## src/rtl/core/pnlr_pkg.sv

```systemverilog
// shared types and constants of the packed nibble line rasterizer
`default_nettype none
package pnlr_pkg;

    localparam int MAX_WIDTH   = 1024;
    localparam int MAX_HEIGHT  = 512;
    localparam int PITCH_MAX   = 4 * (((MAX_WIDTH * 4 + 7) / 8 + 3) / 4);
    localparam int STORE_DEPTH = PITCH_MAX * MAX_HEIGHT;
    localparam int STORE_AW    = $clog2(STORE_DEPTH);

    localparam int XW  = 10;
    localparam int YW  = 9;
    localparam int CW  = 4;
    localparam int LWW = 6;
    localparam int IMG_WW = 11;
    localparam int IMG_HW = 10;
    localparam int IN_W  = 56;
    localparam int OUT_W = 8;

    // command codes on the input word
    localparam logic [1:0] FUNC_LINE = 2'd0;
    localparam logic [1:0] FUNC_FILL = 2'd1;
    localparam logic [1:0] FUNC_READ = 2'd2;

    typedef enum logic [1:0] {
        KIND_DRAW,
        KIND_FILL,
        KIND_READ,
        KIND_NONE
    } kind_t;

    // decoded command handed from front to back
    typedef struct packed {
        kind_t            kind;
        logic             err;
        logic [XW-1:0]    x1;
        logic [YW-1:0]    y1;
        logic [XW-1:0]    x2;
        logic [YW-1:0]    y2;
        logic [CW-1:0]    color;
        logic [LWW-1:0]   lw;
        logic             up;
        logic             down;
        logic             xmajor;
        logic [XW:0]      dx;
        logic [YW:0]      dy;
    } cmd_t;

endpackage
`default_nettype wire

```

## src/rtl/core/pnlr_front.sv

```systemverilog
// front end: decodes and range checks commands, orders line endpoints
`default_nettype none
module pnlr_front (
    input  wire logic                      aresetn,
    input  wire logic                      s_tvalid,
    output logic                           s_tready,
    input  wire logic [pnlr_pkg::IN_W-1:0] s_tdata,
    input  wire logic [pnlr_pkg::IMG_WW-1:0] w_eff,
    input  wire logic [pnlr_pkg::IMG_HW-1:0] h_eff,
    input  wire logic                      q_full,
    output logic                           q_push,
    output pnlr_pkg::cmd_t                 q_cmd
);
    logic [1:0]                   func;
    logic [pnlr_pkg::XW-1:0]      sx, ex;
    logic [pnlr_pkg::YW-1:0]      sy, ey;
    logic                         swap, bad_s, bad_e;
    logic [pnlr_pkg::YW-1:0]      ady;
    pnlr_pkg::cmd_t               c;

    assign func = s_tdata[1:0];
    assign sx   = s_tdata[11:2];
    assign sy   = s_tdata[20:12];
    assign ex   = s_tdata[30:21];
    assign ey   = s_tdata[39:31];

    // range checks against the effective frame size
    assign bad_s = ({1'b0, sx} >= w_eff) || ({1'b0, sy} >= h_eff);
    assign bad_e = ({1'b0, ex} >= w_eff) || ({1'b0, ey} >= h_eff);
    assign swap  = ex < sx;

    // classify and order endpoints so x rises
    always_comb begin
        c        = '0;
        c.kind   = pnlr_pkg::KIND_NONE;
        c.color  = s_tdata[43:40];
        c.lw     = s_tdata[49:44];
        c.x1     = swap ? ex : sx;
        c.y1     = swap ? ey : sy;
        c.x2     = swap ? sx : ex;
        c.y2     = swap ? sy : ey;
        c.up     = c.y2 > c.y1;
        c.down   = c.y2 < c.y1;
        ady      = c.up ? (c.y2 - c.y1) : (c.y1 - c.y2);
        c.dx     = {1'b0, c.x2} - {1'b0, c.x1} + 11'd1;
        c.dy     = {1'b0, ady} + 10'd1;
        c.xmajor = c.dx > {1'b0, c.dy};
        unique case (func)
            pnlr_pkg::FUNC_LINE: begin
                c.err  = bad_s || bad_e;
                c.kind = c.err ? pnlr_pkg::KIND_NONE : pnlr_pkg::KIND_DRAW;
            end
            pnlr_pkg::FUNC_FILL: begin
                c.kind = pnlr_pkg::KIND_FILL;
            end
            pnlr_pkg::FUNC_READ: begin
                c.x1   = sx;
                c.y1   = sy;
                c.err  = bad_s;
                c.kind = c.err ? pnlr_pkg::KIND_NONE : pnlr_pkg::KIND_READ;
            end
            default: begin
                c.kind = pnlr_pkg::KIND_NONE;
            end
        endcase
    end

    assign s_tready = aresetn && !q_full;
    assign q_push   = s_tvalid && s_tready;
    assign q_cmd    = c;

endmodule
`default_nettype wire

```

## config.mk

```make
export PLATFORM = sky130hd
export DESIGN_NAME = pnlr_front
export DESIGN_NICKNAME = d
export VERILOG_FILES = /design/src/rtl/core/pnlr_pkg.sv /design/src/rtl/core/pnlr_front.sv
export SDC_FILE = /design/constraint.sdc
export NUM_CORES = 1
export LEC_CHECK = 0
export ABC_AREA = 1
export BUFFER_PORTS_ARGS = -buffer_cell sky130_fd_sc_hd__buf_4
export CAP_MARGIN = 20
export CORE_MARGIN = 4
export CORE_UTILIZATION = 35
export DETAILED_ROUTE_END_ITERATION = 10
export PLACE_DENSITY = 0.67
export SLEW_MARGIN = 30
export SYNTH_ARGS = -nofsm -noshare
export SYNTH_HDL_FRONTEND = slang
export SYNTH_SLANG_ARGS = --single-unit
```

## constraint.sdc

```tcl
create_clock -name vclk -period 5.1
set_clock_uncertainty 0.05 [all_clocks]
set_input_delay 0.51 -clock vclk [all_inputs]
set_output_delay 0.51 -clock vclk [all_outputs]
set_load 0.01 [all_outputs]
```

==> results.md <==
- CP Capture Type: output port
- # IOs: 157
- Total iterations of the first detailed-routing run: 5
- Nets@finish: 956
- Seq/Total Area, Yosys: 0
- Buffers on Ports: 131
- Flip-flop and latch count: 0
- Gr ovfl total: 0
- DRT iter0 DRCs: 211
- Effective utilization at floorplan: 0.3590
- First-pass GRT wire length: 20270 µm
- Core footprint: 10280 µm²
- Mapped Nets: 800
- Die X: 110.7 µm
- Hold depth: 0
- Die area: 12250 µm²
- Placer Congestion: 0.9330
- Worst setup SP type: input port
- Actual slew at the worst max-slew pin: 0.4859 ns
- Synth Cell Area: 3690 µm²
- Gr usage total: 0.1884
- Placed cell area: 4979 µm²
- Final setup vio count: 0
- Unrepaired setup endpoints after global routing: yes
- Final HPWL DP: 10630 µm
- Slowest cell delay on critical path: 0.30 ns
- Fillers: 1050
- Largest net degree at the start of global routing: 23
- HP Start: s_tdata[41]
- Final instance area: 5334 µm²
- Cell Rows: 37
- Dpl ws: -0.07964 ns
- Max Clk Rate: 0.2009 GHz
- Vias in the first global route: 4436
- Commonest non-fill, non-tap cell in the layout: nand2_1
- Setup ws final: 0.1215 ns
- Static leakage power: 3.011 nW
- Clock buffers: 0
- Most frequent cells in the layout: nand2_1 (177), buf_4 (171), inv_1 (103)
- Worst path most repeated cell: nand2_1
- Crit-path slowest cell: ha_1
- Initial antenna violation count: 0
- Final ANT Viol Nets: 0
- Synthesized area per cell: 5.677 µm²
- Worst rel slew slack: 0.6741
- WP data required: 4.54 ns
- CP Max Fanout: 12
- Post-Synthesis Cells: 650
- Final hold slack: 0.9700 ns
- Tot Pwr: 0.001151 W
- Hold crit path type: in -> out
- Max Cap Violations: 0
- Hold-critical path endpoint: q_cmd[31]
- CP Data Arrival Time: 4.42 ns
- Area of the multi-input gates: 3337 µm²
- N_diodes: 0
- Minimum clock period: 4.979 ns
- Synth Warn #: 0
- Critical path origin: s_tdata[7]
- Routed wire length: 12490 µm
- Power density over the cells: 215.8 nW/µm²
- Period utilisation layout: 0.9762
- Status: finished clean
- DRC viols: 0
- Synthesis-to-layout area growth: 44.56%
- Routed vias/inst: 4.931
- Crit path kind: in -> out
- Peak VDD IR: 0.1720 mV
- Vias: 4635
- Die H: 110.7 µm
- Share of cells above drive strength 1: 0.3147
- Max-slew violations: 0
- Storage cell area: 0 µm²
- Final hold vios: 0
- Avg WL per Cell: 13.28 µm
- Netlist cell types: 45
## through the flow
step                      std cells  setup TNS, ns  utilization
after floorplan                 650              0            -
after detailed placement        930       -0.07964       0.4844
final                           940              0       0.5190
after CTS                       933              0       0.4990
after global routing            940        -0.1665       0.5190
after global placement          930              0       0.4844
## logic make-up (layout without fill, tap and decap cells)
| family | Yosys count | in the layout | synth area share |
|---|---|---|---|
| AND/OR/NAND/NOR | 300 | 300 | 0.3598 |
| XOR/XNOR | 20 | 20 | 0.04951 |
| adder cells (fa/ha/maj) | 70 | 70 | 0.2394 |
| AO/OA/AOI/OAI | 123 | 123 | 0.1950 |
| buffers and inverters | 137 | 291 | 0.1563 |
## cell type report
cell class                      instances  area share
Inverter                              115     0.08234
Timing Repair Buffer                  176      0.2601
Multi-Input combinational cell        513      0.6256
Tap cell                              136     0.03190
## synth_stat cells, drive strengths merged (7+ instances only)
library cell / instances / area share
xor2: 12 / 0.031
a21oi: 33 / 0.050
xnor2: 8 / 0.019
inv: 114 / 0.12
o21ai: 64 / 0.091
nand3: 38 / 0.060
nor2: 38 / 0.045
ha: 69 / 0.23
clkbuf: 7 / 0.0071
buf: 15 / 0.032
nand4: 16 / 0.027
nand2: 198 / 0.21
## worst max-delay path, delay by kind of cell
family | cells | cell delay, ns
AND/OR/NAND/NOR | 11 | 0.98
AO/OA/AOI/OAI | 7 | 1.10
adder cells (fa/ha/maj) | 2 | 0.52
XOR/XNOR | 2 | 0.40
buffers and inverters | 8 | 0.89
## worst max-delay path by stage
stage | end | cells past startpoint
floorplan | q_cmd[21] | 31
global placement | q_cmd[21] | 33
detailed placement | q_cmd[21] | 31
CTS | q_cmd[21] | 33
global route | q_cmd[21] | 31
finish | q_cmd[21] | 30
## power breakdown
group	switching [W]	internal, W	leakage, nW
logic	0.000632	0.000520	3.01
registers	0	0	0
clock network	0	0	0
total	0.000632	0.000520	3.01
## routing by layer
metal / up-vias / GRT usage / wire, µm
met5: - / 0 / 0
met4: 0 / 0.01396 / 102
met3: 6 / 0.01583 / 496
met2: 108 / 0.3503 / 6285
met1: 2102 / 0.2454 / 5602
li1: 2419 / - / -
## what timing repair did
item / in CTS / in global routing
gates cloned: 1 / 1
hold buffers: 0 / 0
pin swaps: 3 / 17
resized for setup: 18 / 40
endpoints found under the setup margin: 1 / 1
endpoints found under the hold margin: 0 / 0
buffers inserted: 2 / 6
(Power assumes the default switching activity.)
