**src/rtl/core/pnlr_pkg.sv**
```systemverilog
// shared types and constants of the packed nibble line rasterizer
`default_nettype none
package pnlr_pkg;

    localparam int MAX_WIDTH   = 1024;
    localparam int MAX_HEIGHT  = 512;
    localparam int PITCH_MAX   = 4 * (((MAX_WIDTH * 4 + 7) / 8 + 3) / 4);
    localparam int STORE_DEPTH = PITCH_MAX * MAX_HEIGHT;
    localparam int STORE_AW    = $clog2(STORE_DEPTH);

    localparam int XW  = 10;
    localparam int YW  = 9;
    localparam int CW  = 4;
    localparam int LWW = 6;
    localparam int IMG_WW = 11;
    localparam int IMG_HW = 10;
    localparam int IN_W  = 56;
    localparam int OUT_W = 8;

    // command codes on the input word
    localparam logic [1:0] FUNC_LINE = 2'd0;
    localparam logic [1:0] FUNC_FILL = 2'd1;
    localparam logic [1:0] FUNC_READ = 2'd2;

    typedef enum logic [1:0] {
        KIND_DRAW,
        KIND_FILL,
        KIND_READ,
        KIND_NONE
    } kind_t;

    // decoded command handed from front to back
    typedef struct packed {
        kind_t            kind;
        logic             err;
        logic [XW-1:0]    x1;
        logic [YW-1:0]    y1;
        logic [XW-1:0]    x2;
        logic [YW-1:0]    y2;
        logic [CW-1:0]    color;
        logic [LWW-1:0]   lw;
        logic             up;
        logic             down;
        logic             xmajor;
        logic [XW:0]      dx;
        logic [YW:0]      dy;
    } cmd_t;

endpackage
`default_nettype wire

```
**src/rtl/core/pnlr_queue.sv**
```systemverilog
// two entry command queue between front and back
`default_nettype none
module pnlr_queue (
    input  wire logic           aclk,
    input  wire logic           aresetn,
    input  wire logic           push,
    input  wire pnlr_pkg::cmd_t push_cmd,
    input  wire logic           pop,
    output logic                full,
    output logic                not_empty,
    output pnlr_pkg::cmd_t      head
);
    pnlr_pkg::cmd_t ent_reg [2];
    logic       wr_ptr_reg, rd_ptr_reg;
    logic [1:0] cnt_reg;

    assign full      = cnt_reg == 2'd2;
    assign not_empty = cnt_reg != 2'd0;
    assign head      = ent_reg[rd_ptr_reg];

    // entries
    always_ff @(posedge aclk) begin
        if (push) begin
            ent_reg[wr_ptr_reg] <= push_cmd;
        end
    end

    // pointers and fill count
    always_ff @(posedge aclk) begin
        if (!aresetn) begin
            wr_ptr_reg <= 1'b0;
            rd_ptr_reg <= 1'b0;
            cnt_reg    <= 2'd0;
        end else begin
            if (push) wr_ptr_reg <= !wr_ptr_reg;
            if (pop)  rd_ptr_reg <= !rd_ptr_reg;
            cnt_reg <= cnt_reg + {1'b0, push} - {1'b0, pop};
        end
    end

endmodule
`default_nettype wire

```
**config.mk**
```make
export PLATFORM = sky130hd
export DESIGN_NAME = pnlr_queue
export DESIGN_NICKNAME = d
export VERILOG_FILES = /design/src/rtl/core/pnlr_pkg.sv /design/src/rtl/core/pnlr_queue.sv
export SDC_FILE = /design/constraint.sdc
export NUM_CORES = 1
export LEC_CHECK = 0
export ABC_AREA = 1
export CAP_MARGIN = 40
export CORE_MARGIN = 8
export CORE_UTILIZATION = 60
export CTS_CLUSTER_DIAMETER = 150
export DETAILED_ROUTE_END_ITERATION = 10
export DONT_BUFFER_PORTS = 1
export PLACE_DENSITY = 0.73
export SLEW_MARGIN = 20
export SYNTH_ARGS = -nofsm -noshare
export SYNTH_HDL_FRONTEND = slang
export SYNTH_SLANG_ARGS = --single-unit
```
**constraint.sdc**
```tcl
create_clock -name aclk -period 12.6 [get_ports aclk]
set_input_delay 0 -clock aclk [delete_from_list [all_inputs] [get_ports aclk]]
set_output_delay 0 -clock aclk [all_outputs]
set_load 0.005 [all_outputs]
```
==> impl_metrics.tcl, run 1 <==
set metrics [dict create \
    outcome "completed" \
    yosysMostFrequentCell "edfxtp_1" \
    timing_worst_setup_path_type "reg -> out" \
    num-nets-final 442 \
    grt_pass1_vias 3008 \
    syn_avg_cell_area_sq_um 22.0 \
    min_path_type "in -> reg" \
    setup-tns-final_ns 0 \
    place.detailed.instances 395 \
    synthDominantAreaCellType "edfxtp_1" \
    synth_seq_area_share 0.789 \
    util_after_layout 0.766 \
    initial_core_utilization 0.609 \
    yosys-top-cells-area "edfxtp_1 77%, mux2_4 13%, mux2_2 4.8%" \
    critical-path-top-delay-family "buffers and inverters" \
    number_of_vias_per_cell 5.37 \
    fp.dieH_microns 115 \
    dpl.hpwl_microns 6520 \
    crit_chain "buf_4, buf_16, mux2_2" \
    synth.yosys.warnings 0 \
    diodes 0 \
    synth_largest_type_area_fraction 0.771 \
    htree_levels 4 \
    max_slew_margin 0.585 \
    setup_viol_count_final 0 \
    num_io_pins 156 \
    synth_enable_flop_cells 150 \
    worst_skew_pair.late_latency_ns 0.53 \
    synthesized_instance_count 266 \
    final-hold-violation-count 0 \
    drt_drc_violations_left 0 \
    core_sq_um 9590 \
    crit_path_max_incr_delay_ns 0.58 \
    drv.max_cap_violation_count 0 \
    grt_util_all_layers 0.178 \
    num_vias 2721 \
    fin_crit_ns 2.13 \
    clock_tree.root_cell "clkbuf_8" \
    cts-buffers-inserted 17 \
    finalClockSkew_ns 0.00914 \
    clkSlewWorstSetupHoldPaths_ns 0.07 \
    syn_nets 347 \
    cp.required_ns 12.60 \
    fp.dieArea_sq_um 13100 \
    final_cells 507 \
    critical_path_peak_fanout 47 \
    synth.distinct_cells 12 \
    postSynthRegisterBits 155 \
    wirelength_routed_microns 11200 \
    power.static_leakage_nw 2.65 \
    path_buf_inv 2 \
    fmax_ghz 0.469 \
    worst_ir_drop_vdd_v 0.000131 \
    syn2layout_area_growth_pct 25.9 \
    setup_repair_after_global_routing_missed_its_margin "false" \
    place.gp.congestion 0.678 \
    port_buffers 0 \
    drt_pass1_iterations 4 \
    cts_tree "done" \
    synth-main-ff-cell "edfxtp_1" \
    critPathLaunchType "flip-flop" \
    cpMaxStageDelayCell "dfxtp_4" \
    final.hold.worst_slack_ns 0.125 \
    timing_worst_slew_pin_value_ns 0.622 \
    cts_buffer_depth 2 \
    dr.first_iter.drc_count 137 \
    cell_rows 36 \
    detail_route.wl_per_cell_microns 22.2 \
    cts_resized 0 \
    fraction_of_layout_instances_using_a_drive_strength_above_1 0.294 \
    total_count_of_max_transition_violations_in_the_final_report 0 \
    power_density_nw_per_um2 160 \
    crit_path_end_kind "primary output" \
    pin_count_of_the_biggest_net_entering_global_routing 56 \
    fill_cell_count 516 \
    timing.critical_path.arrival_ns 2.13 \
    finalCritPeriodShare 0.169 \
    async_reset_ff_frac 0 \
    initial_antenna_violation_count 0 \
    final_antenna_net_count 0 \
    globalRoute.totalOverflow 0 \
    flip_flop_count_of_the_largest_register_after_layout 150 \
    synthTopCellsByCount "150 x edfxtp_1, 50 x mux2_4, 25 x mux2_2" \
    fp.dieW_microns 115 \
    grt_pass1_wl_microns 16900 \
    tritoncts_num_sinks 155 \
    mappedNetlistArea_sq_um 5840 \
]
final cells by class:
type | count | area [sq um] | area share
multi-input cells | 96 | 1140 | 0.155
inverters | 7 | 27.5 | 0.00374
well taps | 133 | 166 | 0.0226
clock inverters | 13 | 128 | 0.0174
repair buffers | 84 | 861 | 0.117
clock buffers | 19 | 422 | 0.0574
flip-flops and latches | 155 | 4610 | 0.627
metrics by stage:
step / cell area (sq um) / power [mW] / setup slack, ns
2_1_floorplan: 5840 / 0.676 / 8.64
3_3_place_gp: 5960 / 0.687 / 10.43
3_5_place_dp: 5980 / 0.691 / 10.66
4_1_cts: 7320 / 1.18 / 10.20
5_1_grt: 7350 / 1.21 / 10.39
6_report: 7350 / 1.17 / 10.47
worst paths after layout:
| kind | cells past startpoint | startpoint | slack [ns] | endpoint |
|---|---|---|---|---|
| worst max-delay path | 3 | flip-flop | 10.47 | head[0] |
| worst min-delay path | 1 | push_cmd[16] | 0.12 | ent_reg[0][16]$_DFFE_PP_ |
| worst max register to register | 3 | wr_ptr_reg$_SDFFE_PN0P_ | 10.65 | ent_reg[1][14]$_DFFE_PP_ |
| worst min register to register | 2 | rd_ptr_reg$_SDFFE_PN0P_ | 0.53 | rd_ptr_reg$_SDFFE_PN0P_ |
placed cells by master (no fill, tap or decap):
| cell type | n |
|---|---|
| mux2_4 | 50 |
| clkinv_4 | 3 |
| nand3_1 | 1 |
| clkinv_2 | 4 |
| clkinvlp_4 | 2 |
| mux2_2 | 25 |
| ha_1 | 2 |
| clkinv_1 | 3 |
| bufinv_16 | 2 |
| nand2_1 | 9 |
| clkbuf_16 | 16 |
| dfxtp_1 | 4 |
| nor2_1 | 7 |
| clkbuf_1 | 2 |
| clkbuf_8 | 1 |
| a21oi_1 | 1 |
| dlygate4sd3_1 | 79 |
| inv_1 | 6 |
| buf_4 | 3 |
| dfxtp_4 | 1 |
| buf_12 | 1 |
| edfxtp_1 | 150 |
| buf_16 | 1 |
| nor2_4 | 1 |
what timing repair did:
| item | CTS | global route |
|---|---|---|
| hold buffers | 79 | 0 |
| setup buffers | 0 | 0 |
| endpoints found under the hold margin | 189 | 0 |
cell families (layout without fill, tap and decap cells):
logic type,after synthesis,count (layout),synth area share
adder cells (fa/ha/maj),2,2,0.00428
buffers and inverters,15,123,0.0178
multiplexers,75,75,0.177
AO/OA/AOI/OAI,1,1,0.000856
AND/OR/NAND/NOR,18,18,0.0118
flip-flops,155,155,0.789
where the power goes:
part / switching, mW / internal, mW
sequential: 0.00976 / 0.597
combinational: 0.0456 / 0.0525
clock: 0.190 / 0.279
total: 0.245 / 0.928
routing by layer:
| layer | routed length [microns] | vias up | part of all wire | track usage |
|---|---|---|---|---|
| li1 | - | 1224 | - | - |
| met1 | 4020 | 1351 | 0.36 | 0.183 |
| met2 | 5990 | 126 | 0.53 | 0.308 |
| met3 | 991 | 20 | 0.088 | 0.0770 |
| met4 | 251 | 0 | 0.022 | 0.0825 |
| met5 | 0 | - | 0 | 0 |
Note: power is estimated with default switching activity, not from simulation.
==> run 2, diff against run 1 <==
==> constraint.sdc (replaced) <==
create_clock -name aclk -period 2.2 [get_ports aclk]
set_input_delay 0 -clock aclk [delete_from_list [all_inputs] [get_ports aclk]]
set_output_delay 0 -clock aclk [all_outputs]
set_load 0.005 [all_outputs]
==> run 2 against run 1 <==
Combinational power increased to 5.9 times the previous value. Wire length shrank 2.5%. Worst hold slack lost 0.025 ns. Via count shrank 0.37%. Setup slack worse by 10 ns. Sequential share of layout area is 0.60 points lower. Count of clock-buffer cells in the layout rose by 1. Global-route usage decreased by 0.67 points. Register-to-register slack worse by 10 ns. Core utilization rose by 0.74 points. Highest routed layer unchanged.
==> impl_metrics.tcl, run 2 (synthesized netlist as in run 1, its figures left out) <==
set metrics [dict create \
    setup_repair_after_global_routing_missed_its_margin "false" \
    power_density_nw_per_um2 920 \
    total_area_of_multi_input_combinational_cells_sq_um 1140 \
    most_common_library_cell_in_the_layout_ignoring_fill_and_taps "edfxtp_1" \
    flip_flop_count_of_the_largest_register_after_layout 150 \
    util_after_layout 0.774 \
    port_buffers 0 \
    final.hold.worst_slack_ns 0.100 \
    cts_resized 0 \
    num_vias 2711 \
    tritoncts_num_sinks 155 \
    drv.max_cap_violation_count 0 \
    final_antenna_net_count 0 \
    cts_buffer_depth 2 \
    min_path_type "in -> reg" \
    critPathLaunchType "flip-flop" \
    finalClockSkew_ns 0.00792 \
    path_buf_inv 3 \
    r2r.worst_path.cells 7 \
    dpl.hpwl_microns 6590 \
    place.gp.congestion 0.689 \
    fp.dieW_microns 115 \
    clock_tree.root_cell "clkbuf_8" \
    globalRouteMet3Util 0.0765 \
    cts_setup_buffers 0 \
    fin_crit_ns 1.81 \
    detail_route.wl_per_cell_microns 21.5 \
    fp.dieH_microns 115 \
    cell_rows 36 \
    timing_worst_setup_path_type "reg -> reg" \
    cts_tree "done" \
    setup-tns-final_ns 0 \
    gr-max-usage-layer "met2" \
    cts-buffers-inserted 17 \
    worst_skew_pair.late_latency_ns 0.52 \
    total_count_of_max_transition_violations_in_the_final_report 0 \
    fp.dieArea_sq_um 13100 \
    min_to "ent_reg[0][11]$_DFFE_PP_" \
    pin_count_of_the_biggest_net_entering_global_routing 41 \
    fmax_ghz 0.552 \
    number_of_vias_per_cell 5.32 \
    crit-reg2reg-capture "cnt_reg[1]$_SDFF_PN0_" \
    drt_drc_violations_left 0 \
    htree_levels 4 \
    worstReg2RegStart "cnt_reg[0]$_SDFF_PN0_" \
    initial_core_utilization 0.609 \
    min_delay_path_depth 3 \
    grt_pass1_wl_microns 16400 \
    num-nets-final 445 \
    syn2layout_area_growth_pct 27.1 \
    crit_path_max_incr_delay_ns 0.56 \
    drt_pass1_iterations 5 \
    core_sq_um 9590 \
    ff_latch_area_sq_um 4610 \
    critical-path-top-delay-family "buffers and inverters" \
    fill_cell_count 514 \
    fraction_of_layout_instances_using_a_drive_strength_above_1 0.301 \
    dr.first_iter.drc_count 106 \
    num_io_pins 156 \
    setup_viol_count_final 0 \
    most-common-layout-cells "150 x edfxtp_1, 80 x dlygate4sd3_1, 50 x mux2_4" \
    crit_chain "inv_1, ha_1, inv_1, ha_1, dlygate4sd3_1, a21oi_1, nor2_1" \
    fin_area_sq_um 7420 \
    max_slew_margin 0.622 \
    critical_path_peak_fanout 2 \
    outcome "completed" \
    grt_util_all_layers 0.172 \
    gr-usage-met2 0.294 \
    totalPowerFinal_mw 6.83 \
    grtUsageMet1 0.178 \
    worst_ir_drop_vdd_v 0.000578 \
    initial_antenna_violation_count 0 \
    crit_path_end_kind "flip-flop" \
    finalCritPeriodShare 0.823 \
    timing.critical_path.arrival_ns 2.22 \
    worst_reg2reg_setup_slack_ns 0.39 \
    final-hold-violation-count 0 \
    globalRoute.totalOverflow 0 \
    grt_pass1_vias 3006 \
    min-delay-start "push" \
    clkSlewWorstSetupHoldPaths_ns 0.06 \
    cpMaxStageDelayCell "dlygate4sd3_1" \
    timing_worst_slew_pin_value_ns 0.565 \
    cp.required_ns 2.61 \
    dpl-instance-area_sq_um 6050 \
    power.static_leakage_nw 2.67 \
    wirelength_routed_microns 11000 \
]
[run 2: cell count changes in the layout (fill, tap and decap cells not counted), sizes merged]
| cell | change |
|---|---|
| clkinv | -3 |
| buf | +2 |
| diode | +1 |
| clkbuf | +1 |
| bufinv | +1 |
| dlygate4sd3 | +1 |
[run 2: worst min-delay path, stage by stage]
cell	delay (ns)
inv_1	0.07
nor2_4	0.04
buf_4	0.27
[run 2: what timing repair did]
action | 4_1_cts | 5_1_grt
endpoints found under the hold margin | 155 | 0
hold buffers | 80 | 0
setup endpoints to repair | 0 | 0
[run 2: how the worst max path moves through the flow]
stage	start	to	slack (ns)	cells past startpoint
5_1_grt	cnt_reg[0]$_SDFF_PN0_	cnt_reg[1]$_SDFF_PN0_	0.32	7
3_3_place_gp	wr_ptr_reg$_SDFFE_PN0P_	ent_reg[1][59]$_DFFE_PP_	0.57	3
2_1_floorplan	wr_ptr_reg$_SDFFE_PN0P_	ent_reg[1][0]$_DFFE_PP_	0.27	2
4_1_cts	flip-flop	head[11]	0.46	2
6_report	cnt_reg[0]$_SDFF_PN0_	cnt_reg[1]$_SDFF_PN0_	0.39	7
3_5_place_dp	wr_ptr_reg$_SDFFE_PN0P_	ent_reg[1][59]$_DFFE_PP_	0.55	3
[run 2: area by class of cell]
type	instances	area share
timing repair buffer	87	0.122
inverter	7	0.00405
tap	133	0.0224
antenna	1	0.000337
clock inverter	11	0.0199
sequential	155	0.621
clock buffer	20	0.0573
multi-input combinational	96	0.153
[run 2: metal layers]
layer  vias up  wire length [microns]
li1       1230                      -
met1      1353                   4200
met2       116                   5660
met3        12                    967
met4         0                    138
met5         -                      0
[run 2: where the power goes]
| group | total, mW | internal, mW | switching (mW) | leakage, nW |
|---|---|---|---|---|
| combinational | 0.581 | 0.309 | 0.272 | 0.945 |
| sequential | 3.47 | 3.42 | 0.0479 | 1.45 |
| clock | 2.78 | 1.72 | 1.06 | 0.279 |
| total | 6.83 | 5.45 | 1.38 | 2.67 |
[run 2: per-stage QoR]
step	setup WS, ns	std cells
finish	0.389	510
global route	0.320	509
CTS	0.463	509
detailed placement	0.545	398
global placement	0.566	398
floorplan	0.275	266
==> run 3, diff against run 2 <==
--- a/config.mk
+++ b/config.mk
@@ -8,11 +8,11 @@
 export ABC_AREA = 1
 export CAP_MARGIN = 40
 export CORE_MARGIN = 8
-export CORE_UTILIZATION = 60
+export CORE_UTILIZATION = 56
 export CTS_CLUSTER_DIAMETER = 150
 export DETAILED_ROUTE_END_ITERATION = 10
 export DONT_BUFFER_PORTS = 1
-export PLACE_DENSITY = 0.73
+export PLACE_DENSITY = 0.71
 export SLEW_MARGIN = 20
 export SYNTH_ARGS = -nofsm -noshare
 export SYNTH_HDL_FRONTEND = slang
==> constraint.sdc (replaced) <==
create_clock -name aclk -period 1.47 [get_ports aclk]
set_input_delay 0 -clock aclk [delete_from_list [all_inputs] [get_ports aclk]]
set_output_delay 0 -clock aclk [all_outputs]
set_load 0.005 [all_outputs]
==> run 3 against run 2 <==
Sequential share of layout area shrank 2.5 points. Via count is 0.77% higher. Count of clock-buffer cells in the layout unchanged. Clock power is 44% higher. The run now ends with negative hold slack, negative setup slack left. Non-clock buffer count up 11. Global-route usage shrank 1.0 points. Combinational power grew 79%.
==> impl_metrics.tcl, run 3 (synthesized netlist as in run 1, its figures left out) <==
set metrics [dict create \
    outcome "complete, but fails checks" \
    failed_checks "negative hold slack, negative setup slack" \
    flip_flop_count_of_the_largest_register_after_layout 150 \
    setup-tns-final_ns -2.40 \
    final-hold-violation-count 2 \
    fin_crit_ns 1.53 \
    htree_levels 4 \
    fraction_of_layout_instances_using_a_drive_strength_above_1 0.327 \
    syn2layout_area_growth_pct 32.5 \
    wirelength_routed_microns 11800 \
    power_density_nw_per_um2 1320 \
    globalRoute.totalOverflow 0 \
    crit_path_max_incr_delay_ns 0.37 \
    power.static_leakage_nw 2.86 \
    critPathLaunchType "flip-flop" \
    critical_path_peak_fanout 8 \
    fp.dieArea_sq_um 14000 \
    diodes 0 \
    final.hold.worst_slack_ns -0.00369 \
    timing_worst_setup_path_type "reg -> out" \
    worst_skew_pair.late_latency_ns 0.52 \
    drt_pass1_iterations 4 \
    cp.required_ns 1.47 \
    setup_viol_count_final 66 \
    path_buf_inv 2 \
    crit_path_end_kind "primary output" \
    cts-buffers-inserted 17 \
    timing.critical_path.arrival_ns 1.53 \
    most_common_library_cell_in_the_layout_ignoring_fill_and_taps "edfxtp_1" \
    dr.first_iter.drc_count 110 \
    worst_reg2reg_setup_slack_ns 0.20 \
    initial_core_utilization 0.571 \
    core_sq_um 10200 \
    grt_pass1_vias 2999 \
    initial_antenna_violation_count 0 \
    num_vias 2732 \
    cts_tree "done" \
    grt_util_all_layers 0.162 \
    number_of_vias_per_cell 5.21 \
    num-nets-final 456 \
    grt_pass1_wl_microns 16900 \
    fp.dieW_microns 118 \
    place.gp.congestion 0.684 \
    timing_worst_slew_pin_value_ns 0.367 \
    crit_chain "buf_12, clkbuf_16, mux2_4" \
    fill_cell_count 557 \
    cpMaxStageDelayCell "dfxtp_4" \
    detail_route.wl_per_cell_microns 22.5 \
    total_count_of_max_transition_violations_in_the_final_report 0 \
    drt_drc_violations_left 0 \
    clkSlewWorstSetupHoldPaths_ns 0.06 \
    pin_count_of_the_biggest_net_entering_global_routing 49 \
    cell_rows 37 \
    tritoncts_num_sinks 155 \
    clock_tree.root_cell "clkbuf_8" \
    layout_setup_ws_ns -0.0588 \
    max_slew_margin 0.756 \
    finalClockSkew_ns 0.00548 \
    port_buffers 0 \
    drv.max_cap_violation_count 0 \
    min_path_type "in -> reg" \
    worst_ir_drop_vdd_v 0.000952 \
    finalCritPeriodShare 1.04 \
    most-common-layout-cells "150 x edfxtp_1, 78 x dlygate4sd3_1, 75 x mux2_4" \
    num_io_pins 156 \
    critical-path-top-delay-family "flip-flops" \
    dpl.hpwl_microns 6850 \
    fp.dieH_microns 118 \
    fmax_ghz 0.654 \
    final_antenna_net_count 0 \
    cts_buffer_depth 2 \
    setup_repair_after_global_routing_missed_its_margin "true" \
]
## run 3: cell types whose count changed in the layout (fill, tap and decap cells not counted), moves of 2 or more
| cell | previous run | this run |
|---|---|---|
| buf_12 | 4 | 8 |
| mux2_4 | 50 | 75 |
| clkinv_1 | 0 | 2 |
| clkbuf_16 | 16 | 21 |
| clkinvlp_4 | 2 | 5 |
| clkinv_4 | 4 | 2 |
| buf_4 | 3 | 5 |
| mux2_2 | 25 | 0 |
| dlygate4sd3_1 | 80 | 78 |
## run 3: what timing repair did
action / 4_1_cts / 5_1_grt
endpoints found under the hold margin: 162 / 0
hold buffers: 78 / 0
resized for setup: 18 / 18
gates cloned: 2 / 5
pin swaps: 0 / 0
buffers inserted: 4 / 3
endpoints found under the setup margin: 70 / 75
## run 3: layer usage
metal  global-route usage  up-vias  wire, microns  share of wire
met1                0.169     1348           4460           0.38
met3               0.0734       20            983          0.083
li1                     -     1252              -              -
met5                    0        -              0              0
met4               0.0721        0            182          0.015
met2                0.275      112           6190           0.52
## run 3: worst reg2reg max path: cells and delay by family (launching register included)
kind,cells,cell delay [ns]
AND/OR/NAND/NOR,1,0.09
buffers and inverters,2,0.48
flip-flops,1,0.37
## run 3: report_power, final
| part | switching, mW | internal, mW | leakage [nW] | total (mW) |
|---|---|---|---|---|
| sequential | 0.0661 | 5.11 | 1.45 | 5.18 |
| clock | 1.60 | 2.40 | 0.256 | 3.99 |
| combinational | 0.456 | 0.586 | 1.15 | 1.04 |
| total | 2.12 | 8.10 | 2.86 | 10.2 |
## run 3: final timing paths
check                                from                        to  cells past startpoint
hold reg to reg   rd_ptr_reg$_SDFFE_PN0P_   rd_ptr_reg$_SDFFE_PN0P_                      2
hold / removal                       push   ent_reg[0][0]$_DFFE_PP_                      3
setup / recovery                flip-flop                  head[68]                      3
setup reg to reg  wr_ptr_reg$_SDFFE_PN0P_  ent_reg[1][33]$_DFFE_PP_                      3
## run 3: cell type report
cell class,instances,area (sq um),area share
Clock inverter,12,125,0.0162
Timing Repair Buffer,98,1140,0.148
Tap cell,136,170,0.0220
Clock buffer,20,425,0.0550
Sequential cell,155,4610,0.596
Inverter,7,30.0,0.00388
Multi-Input combinational cell,96,1230,0.160
## run 3: metrics by stage
stage	cells	power [mW]	util	cell area, sq um	setup WS, ns
6_report	524	10.2	0.756	7740	-0.0588
4_1_cts	518	10.2	0.741	7580	-0.145
2_1_floorplan	266	5.79	-	5850	-0.414
3_3_place_gp	402	5.93	0.594	6070	0.224
3_5_place_dp	402	5.95	0.594	6070	0.210
5_1_grt	524	10.5	0.756	7740	-0.101
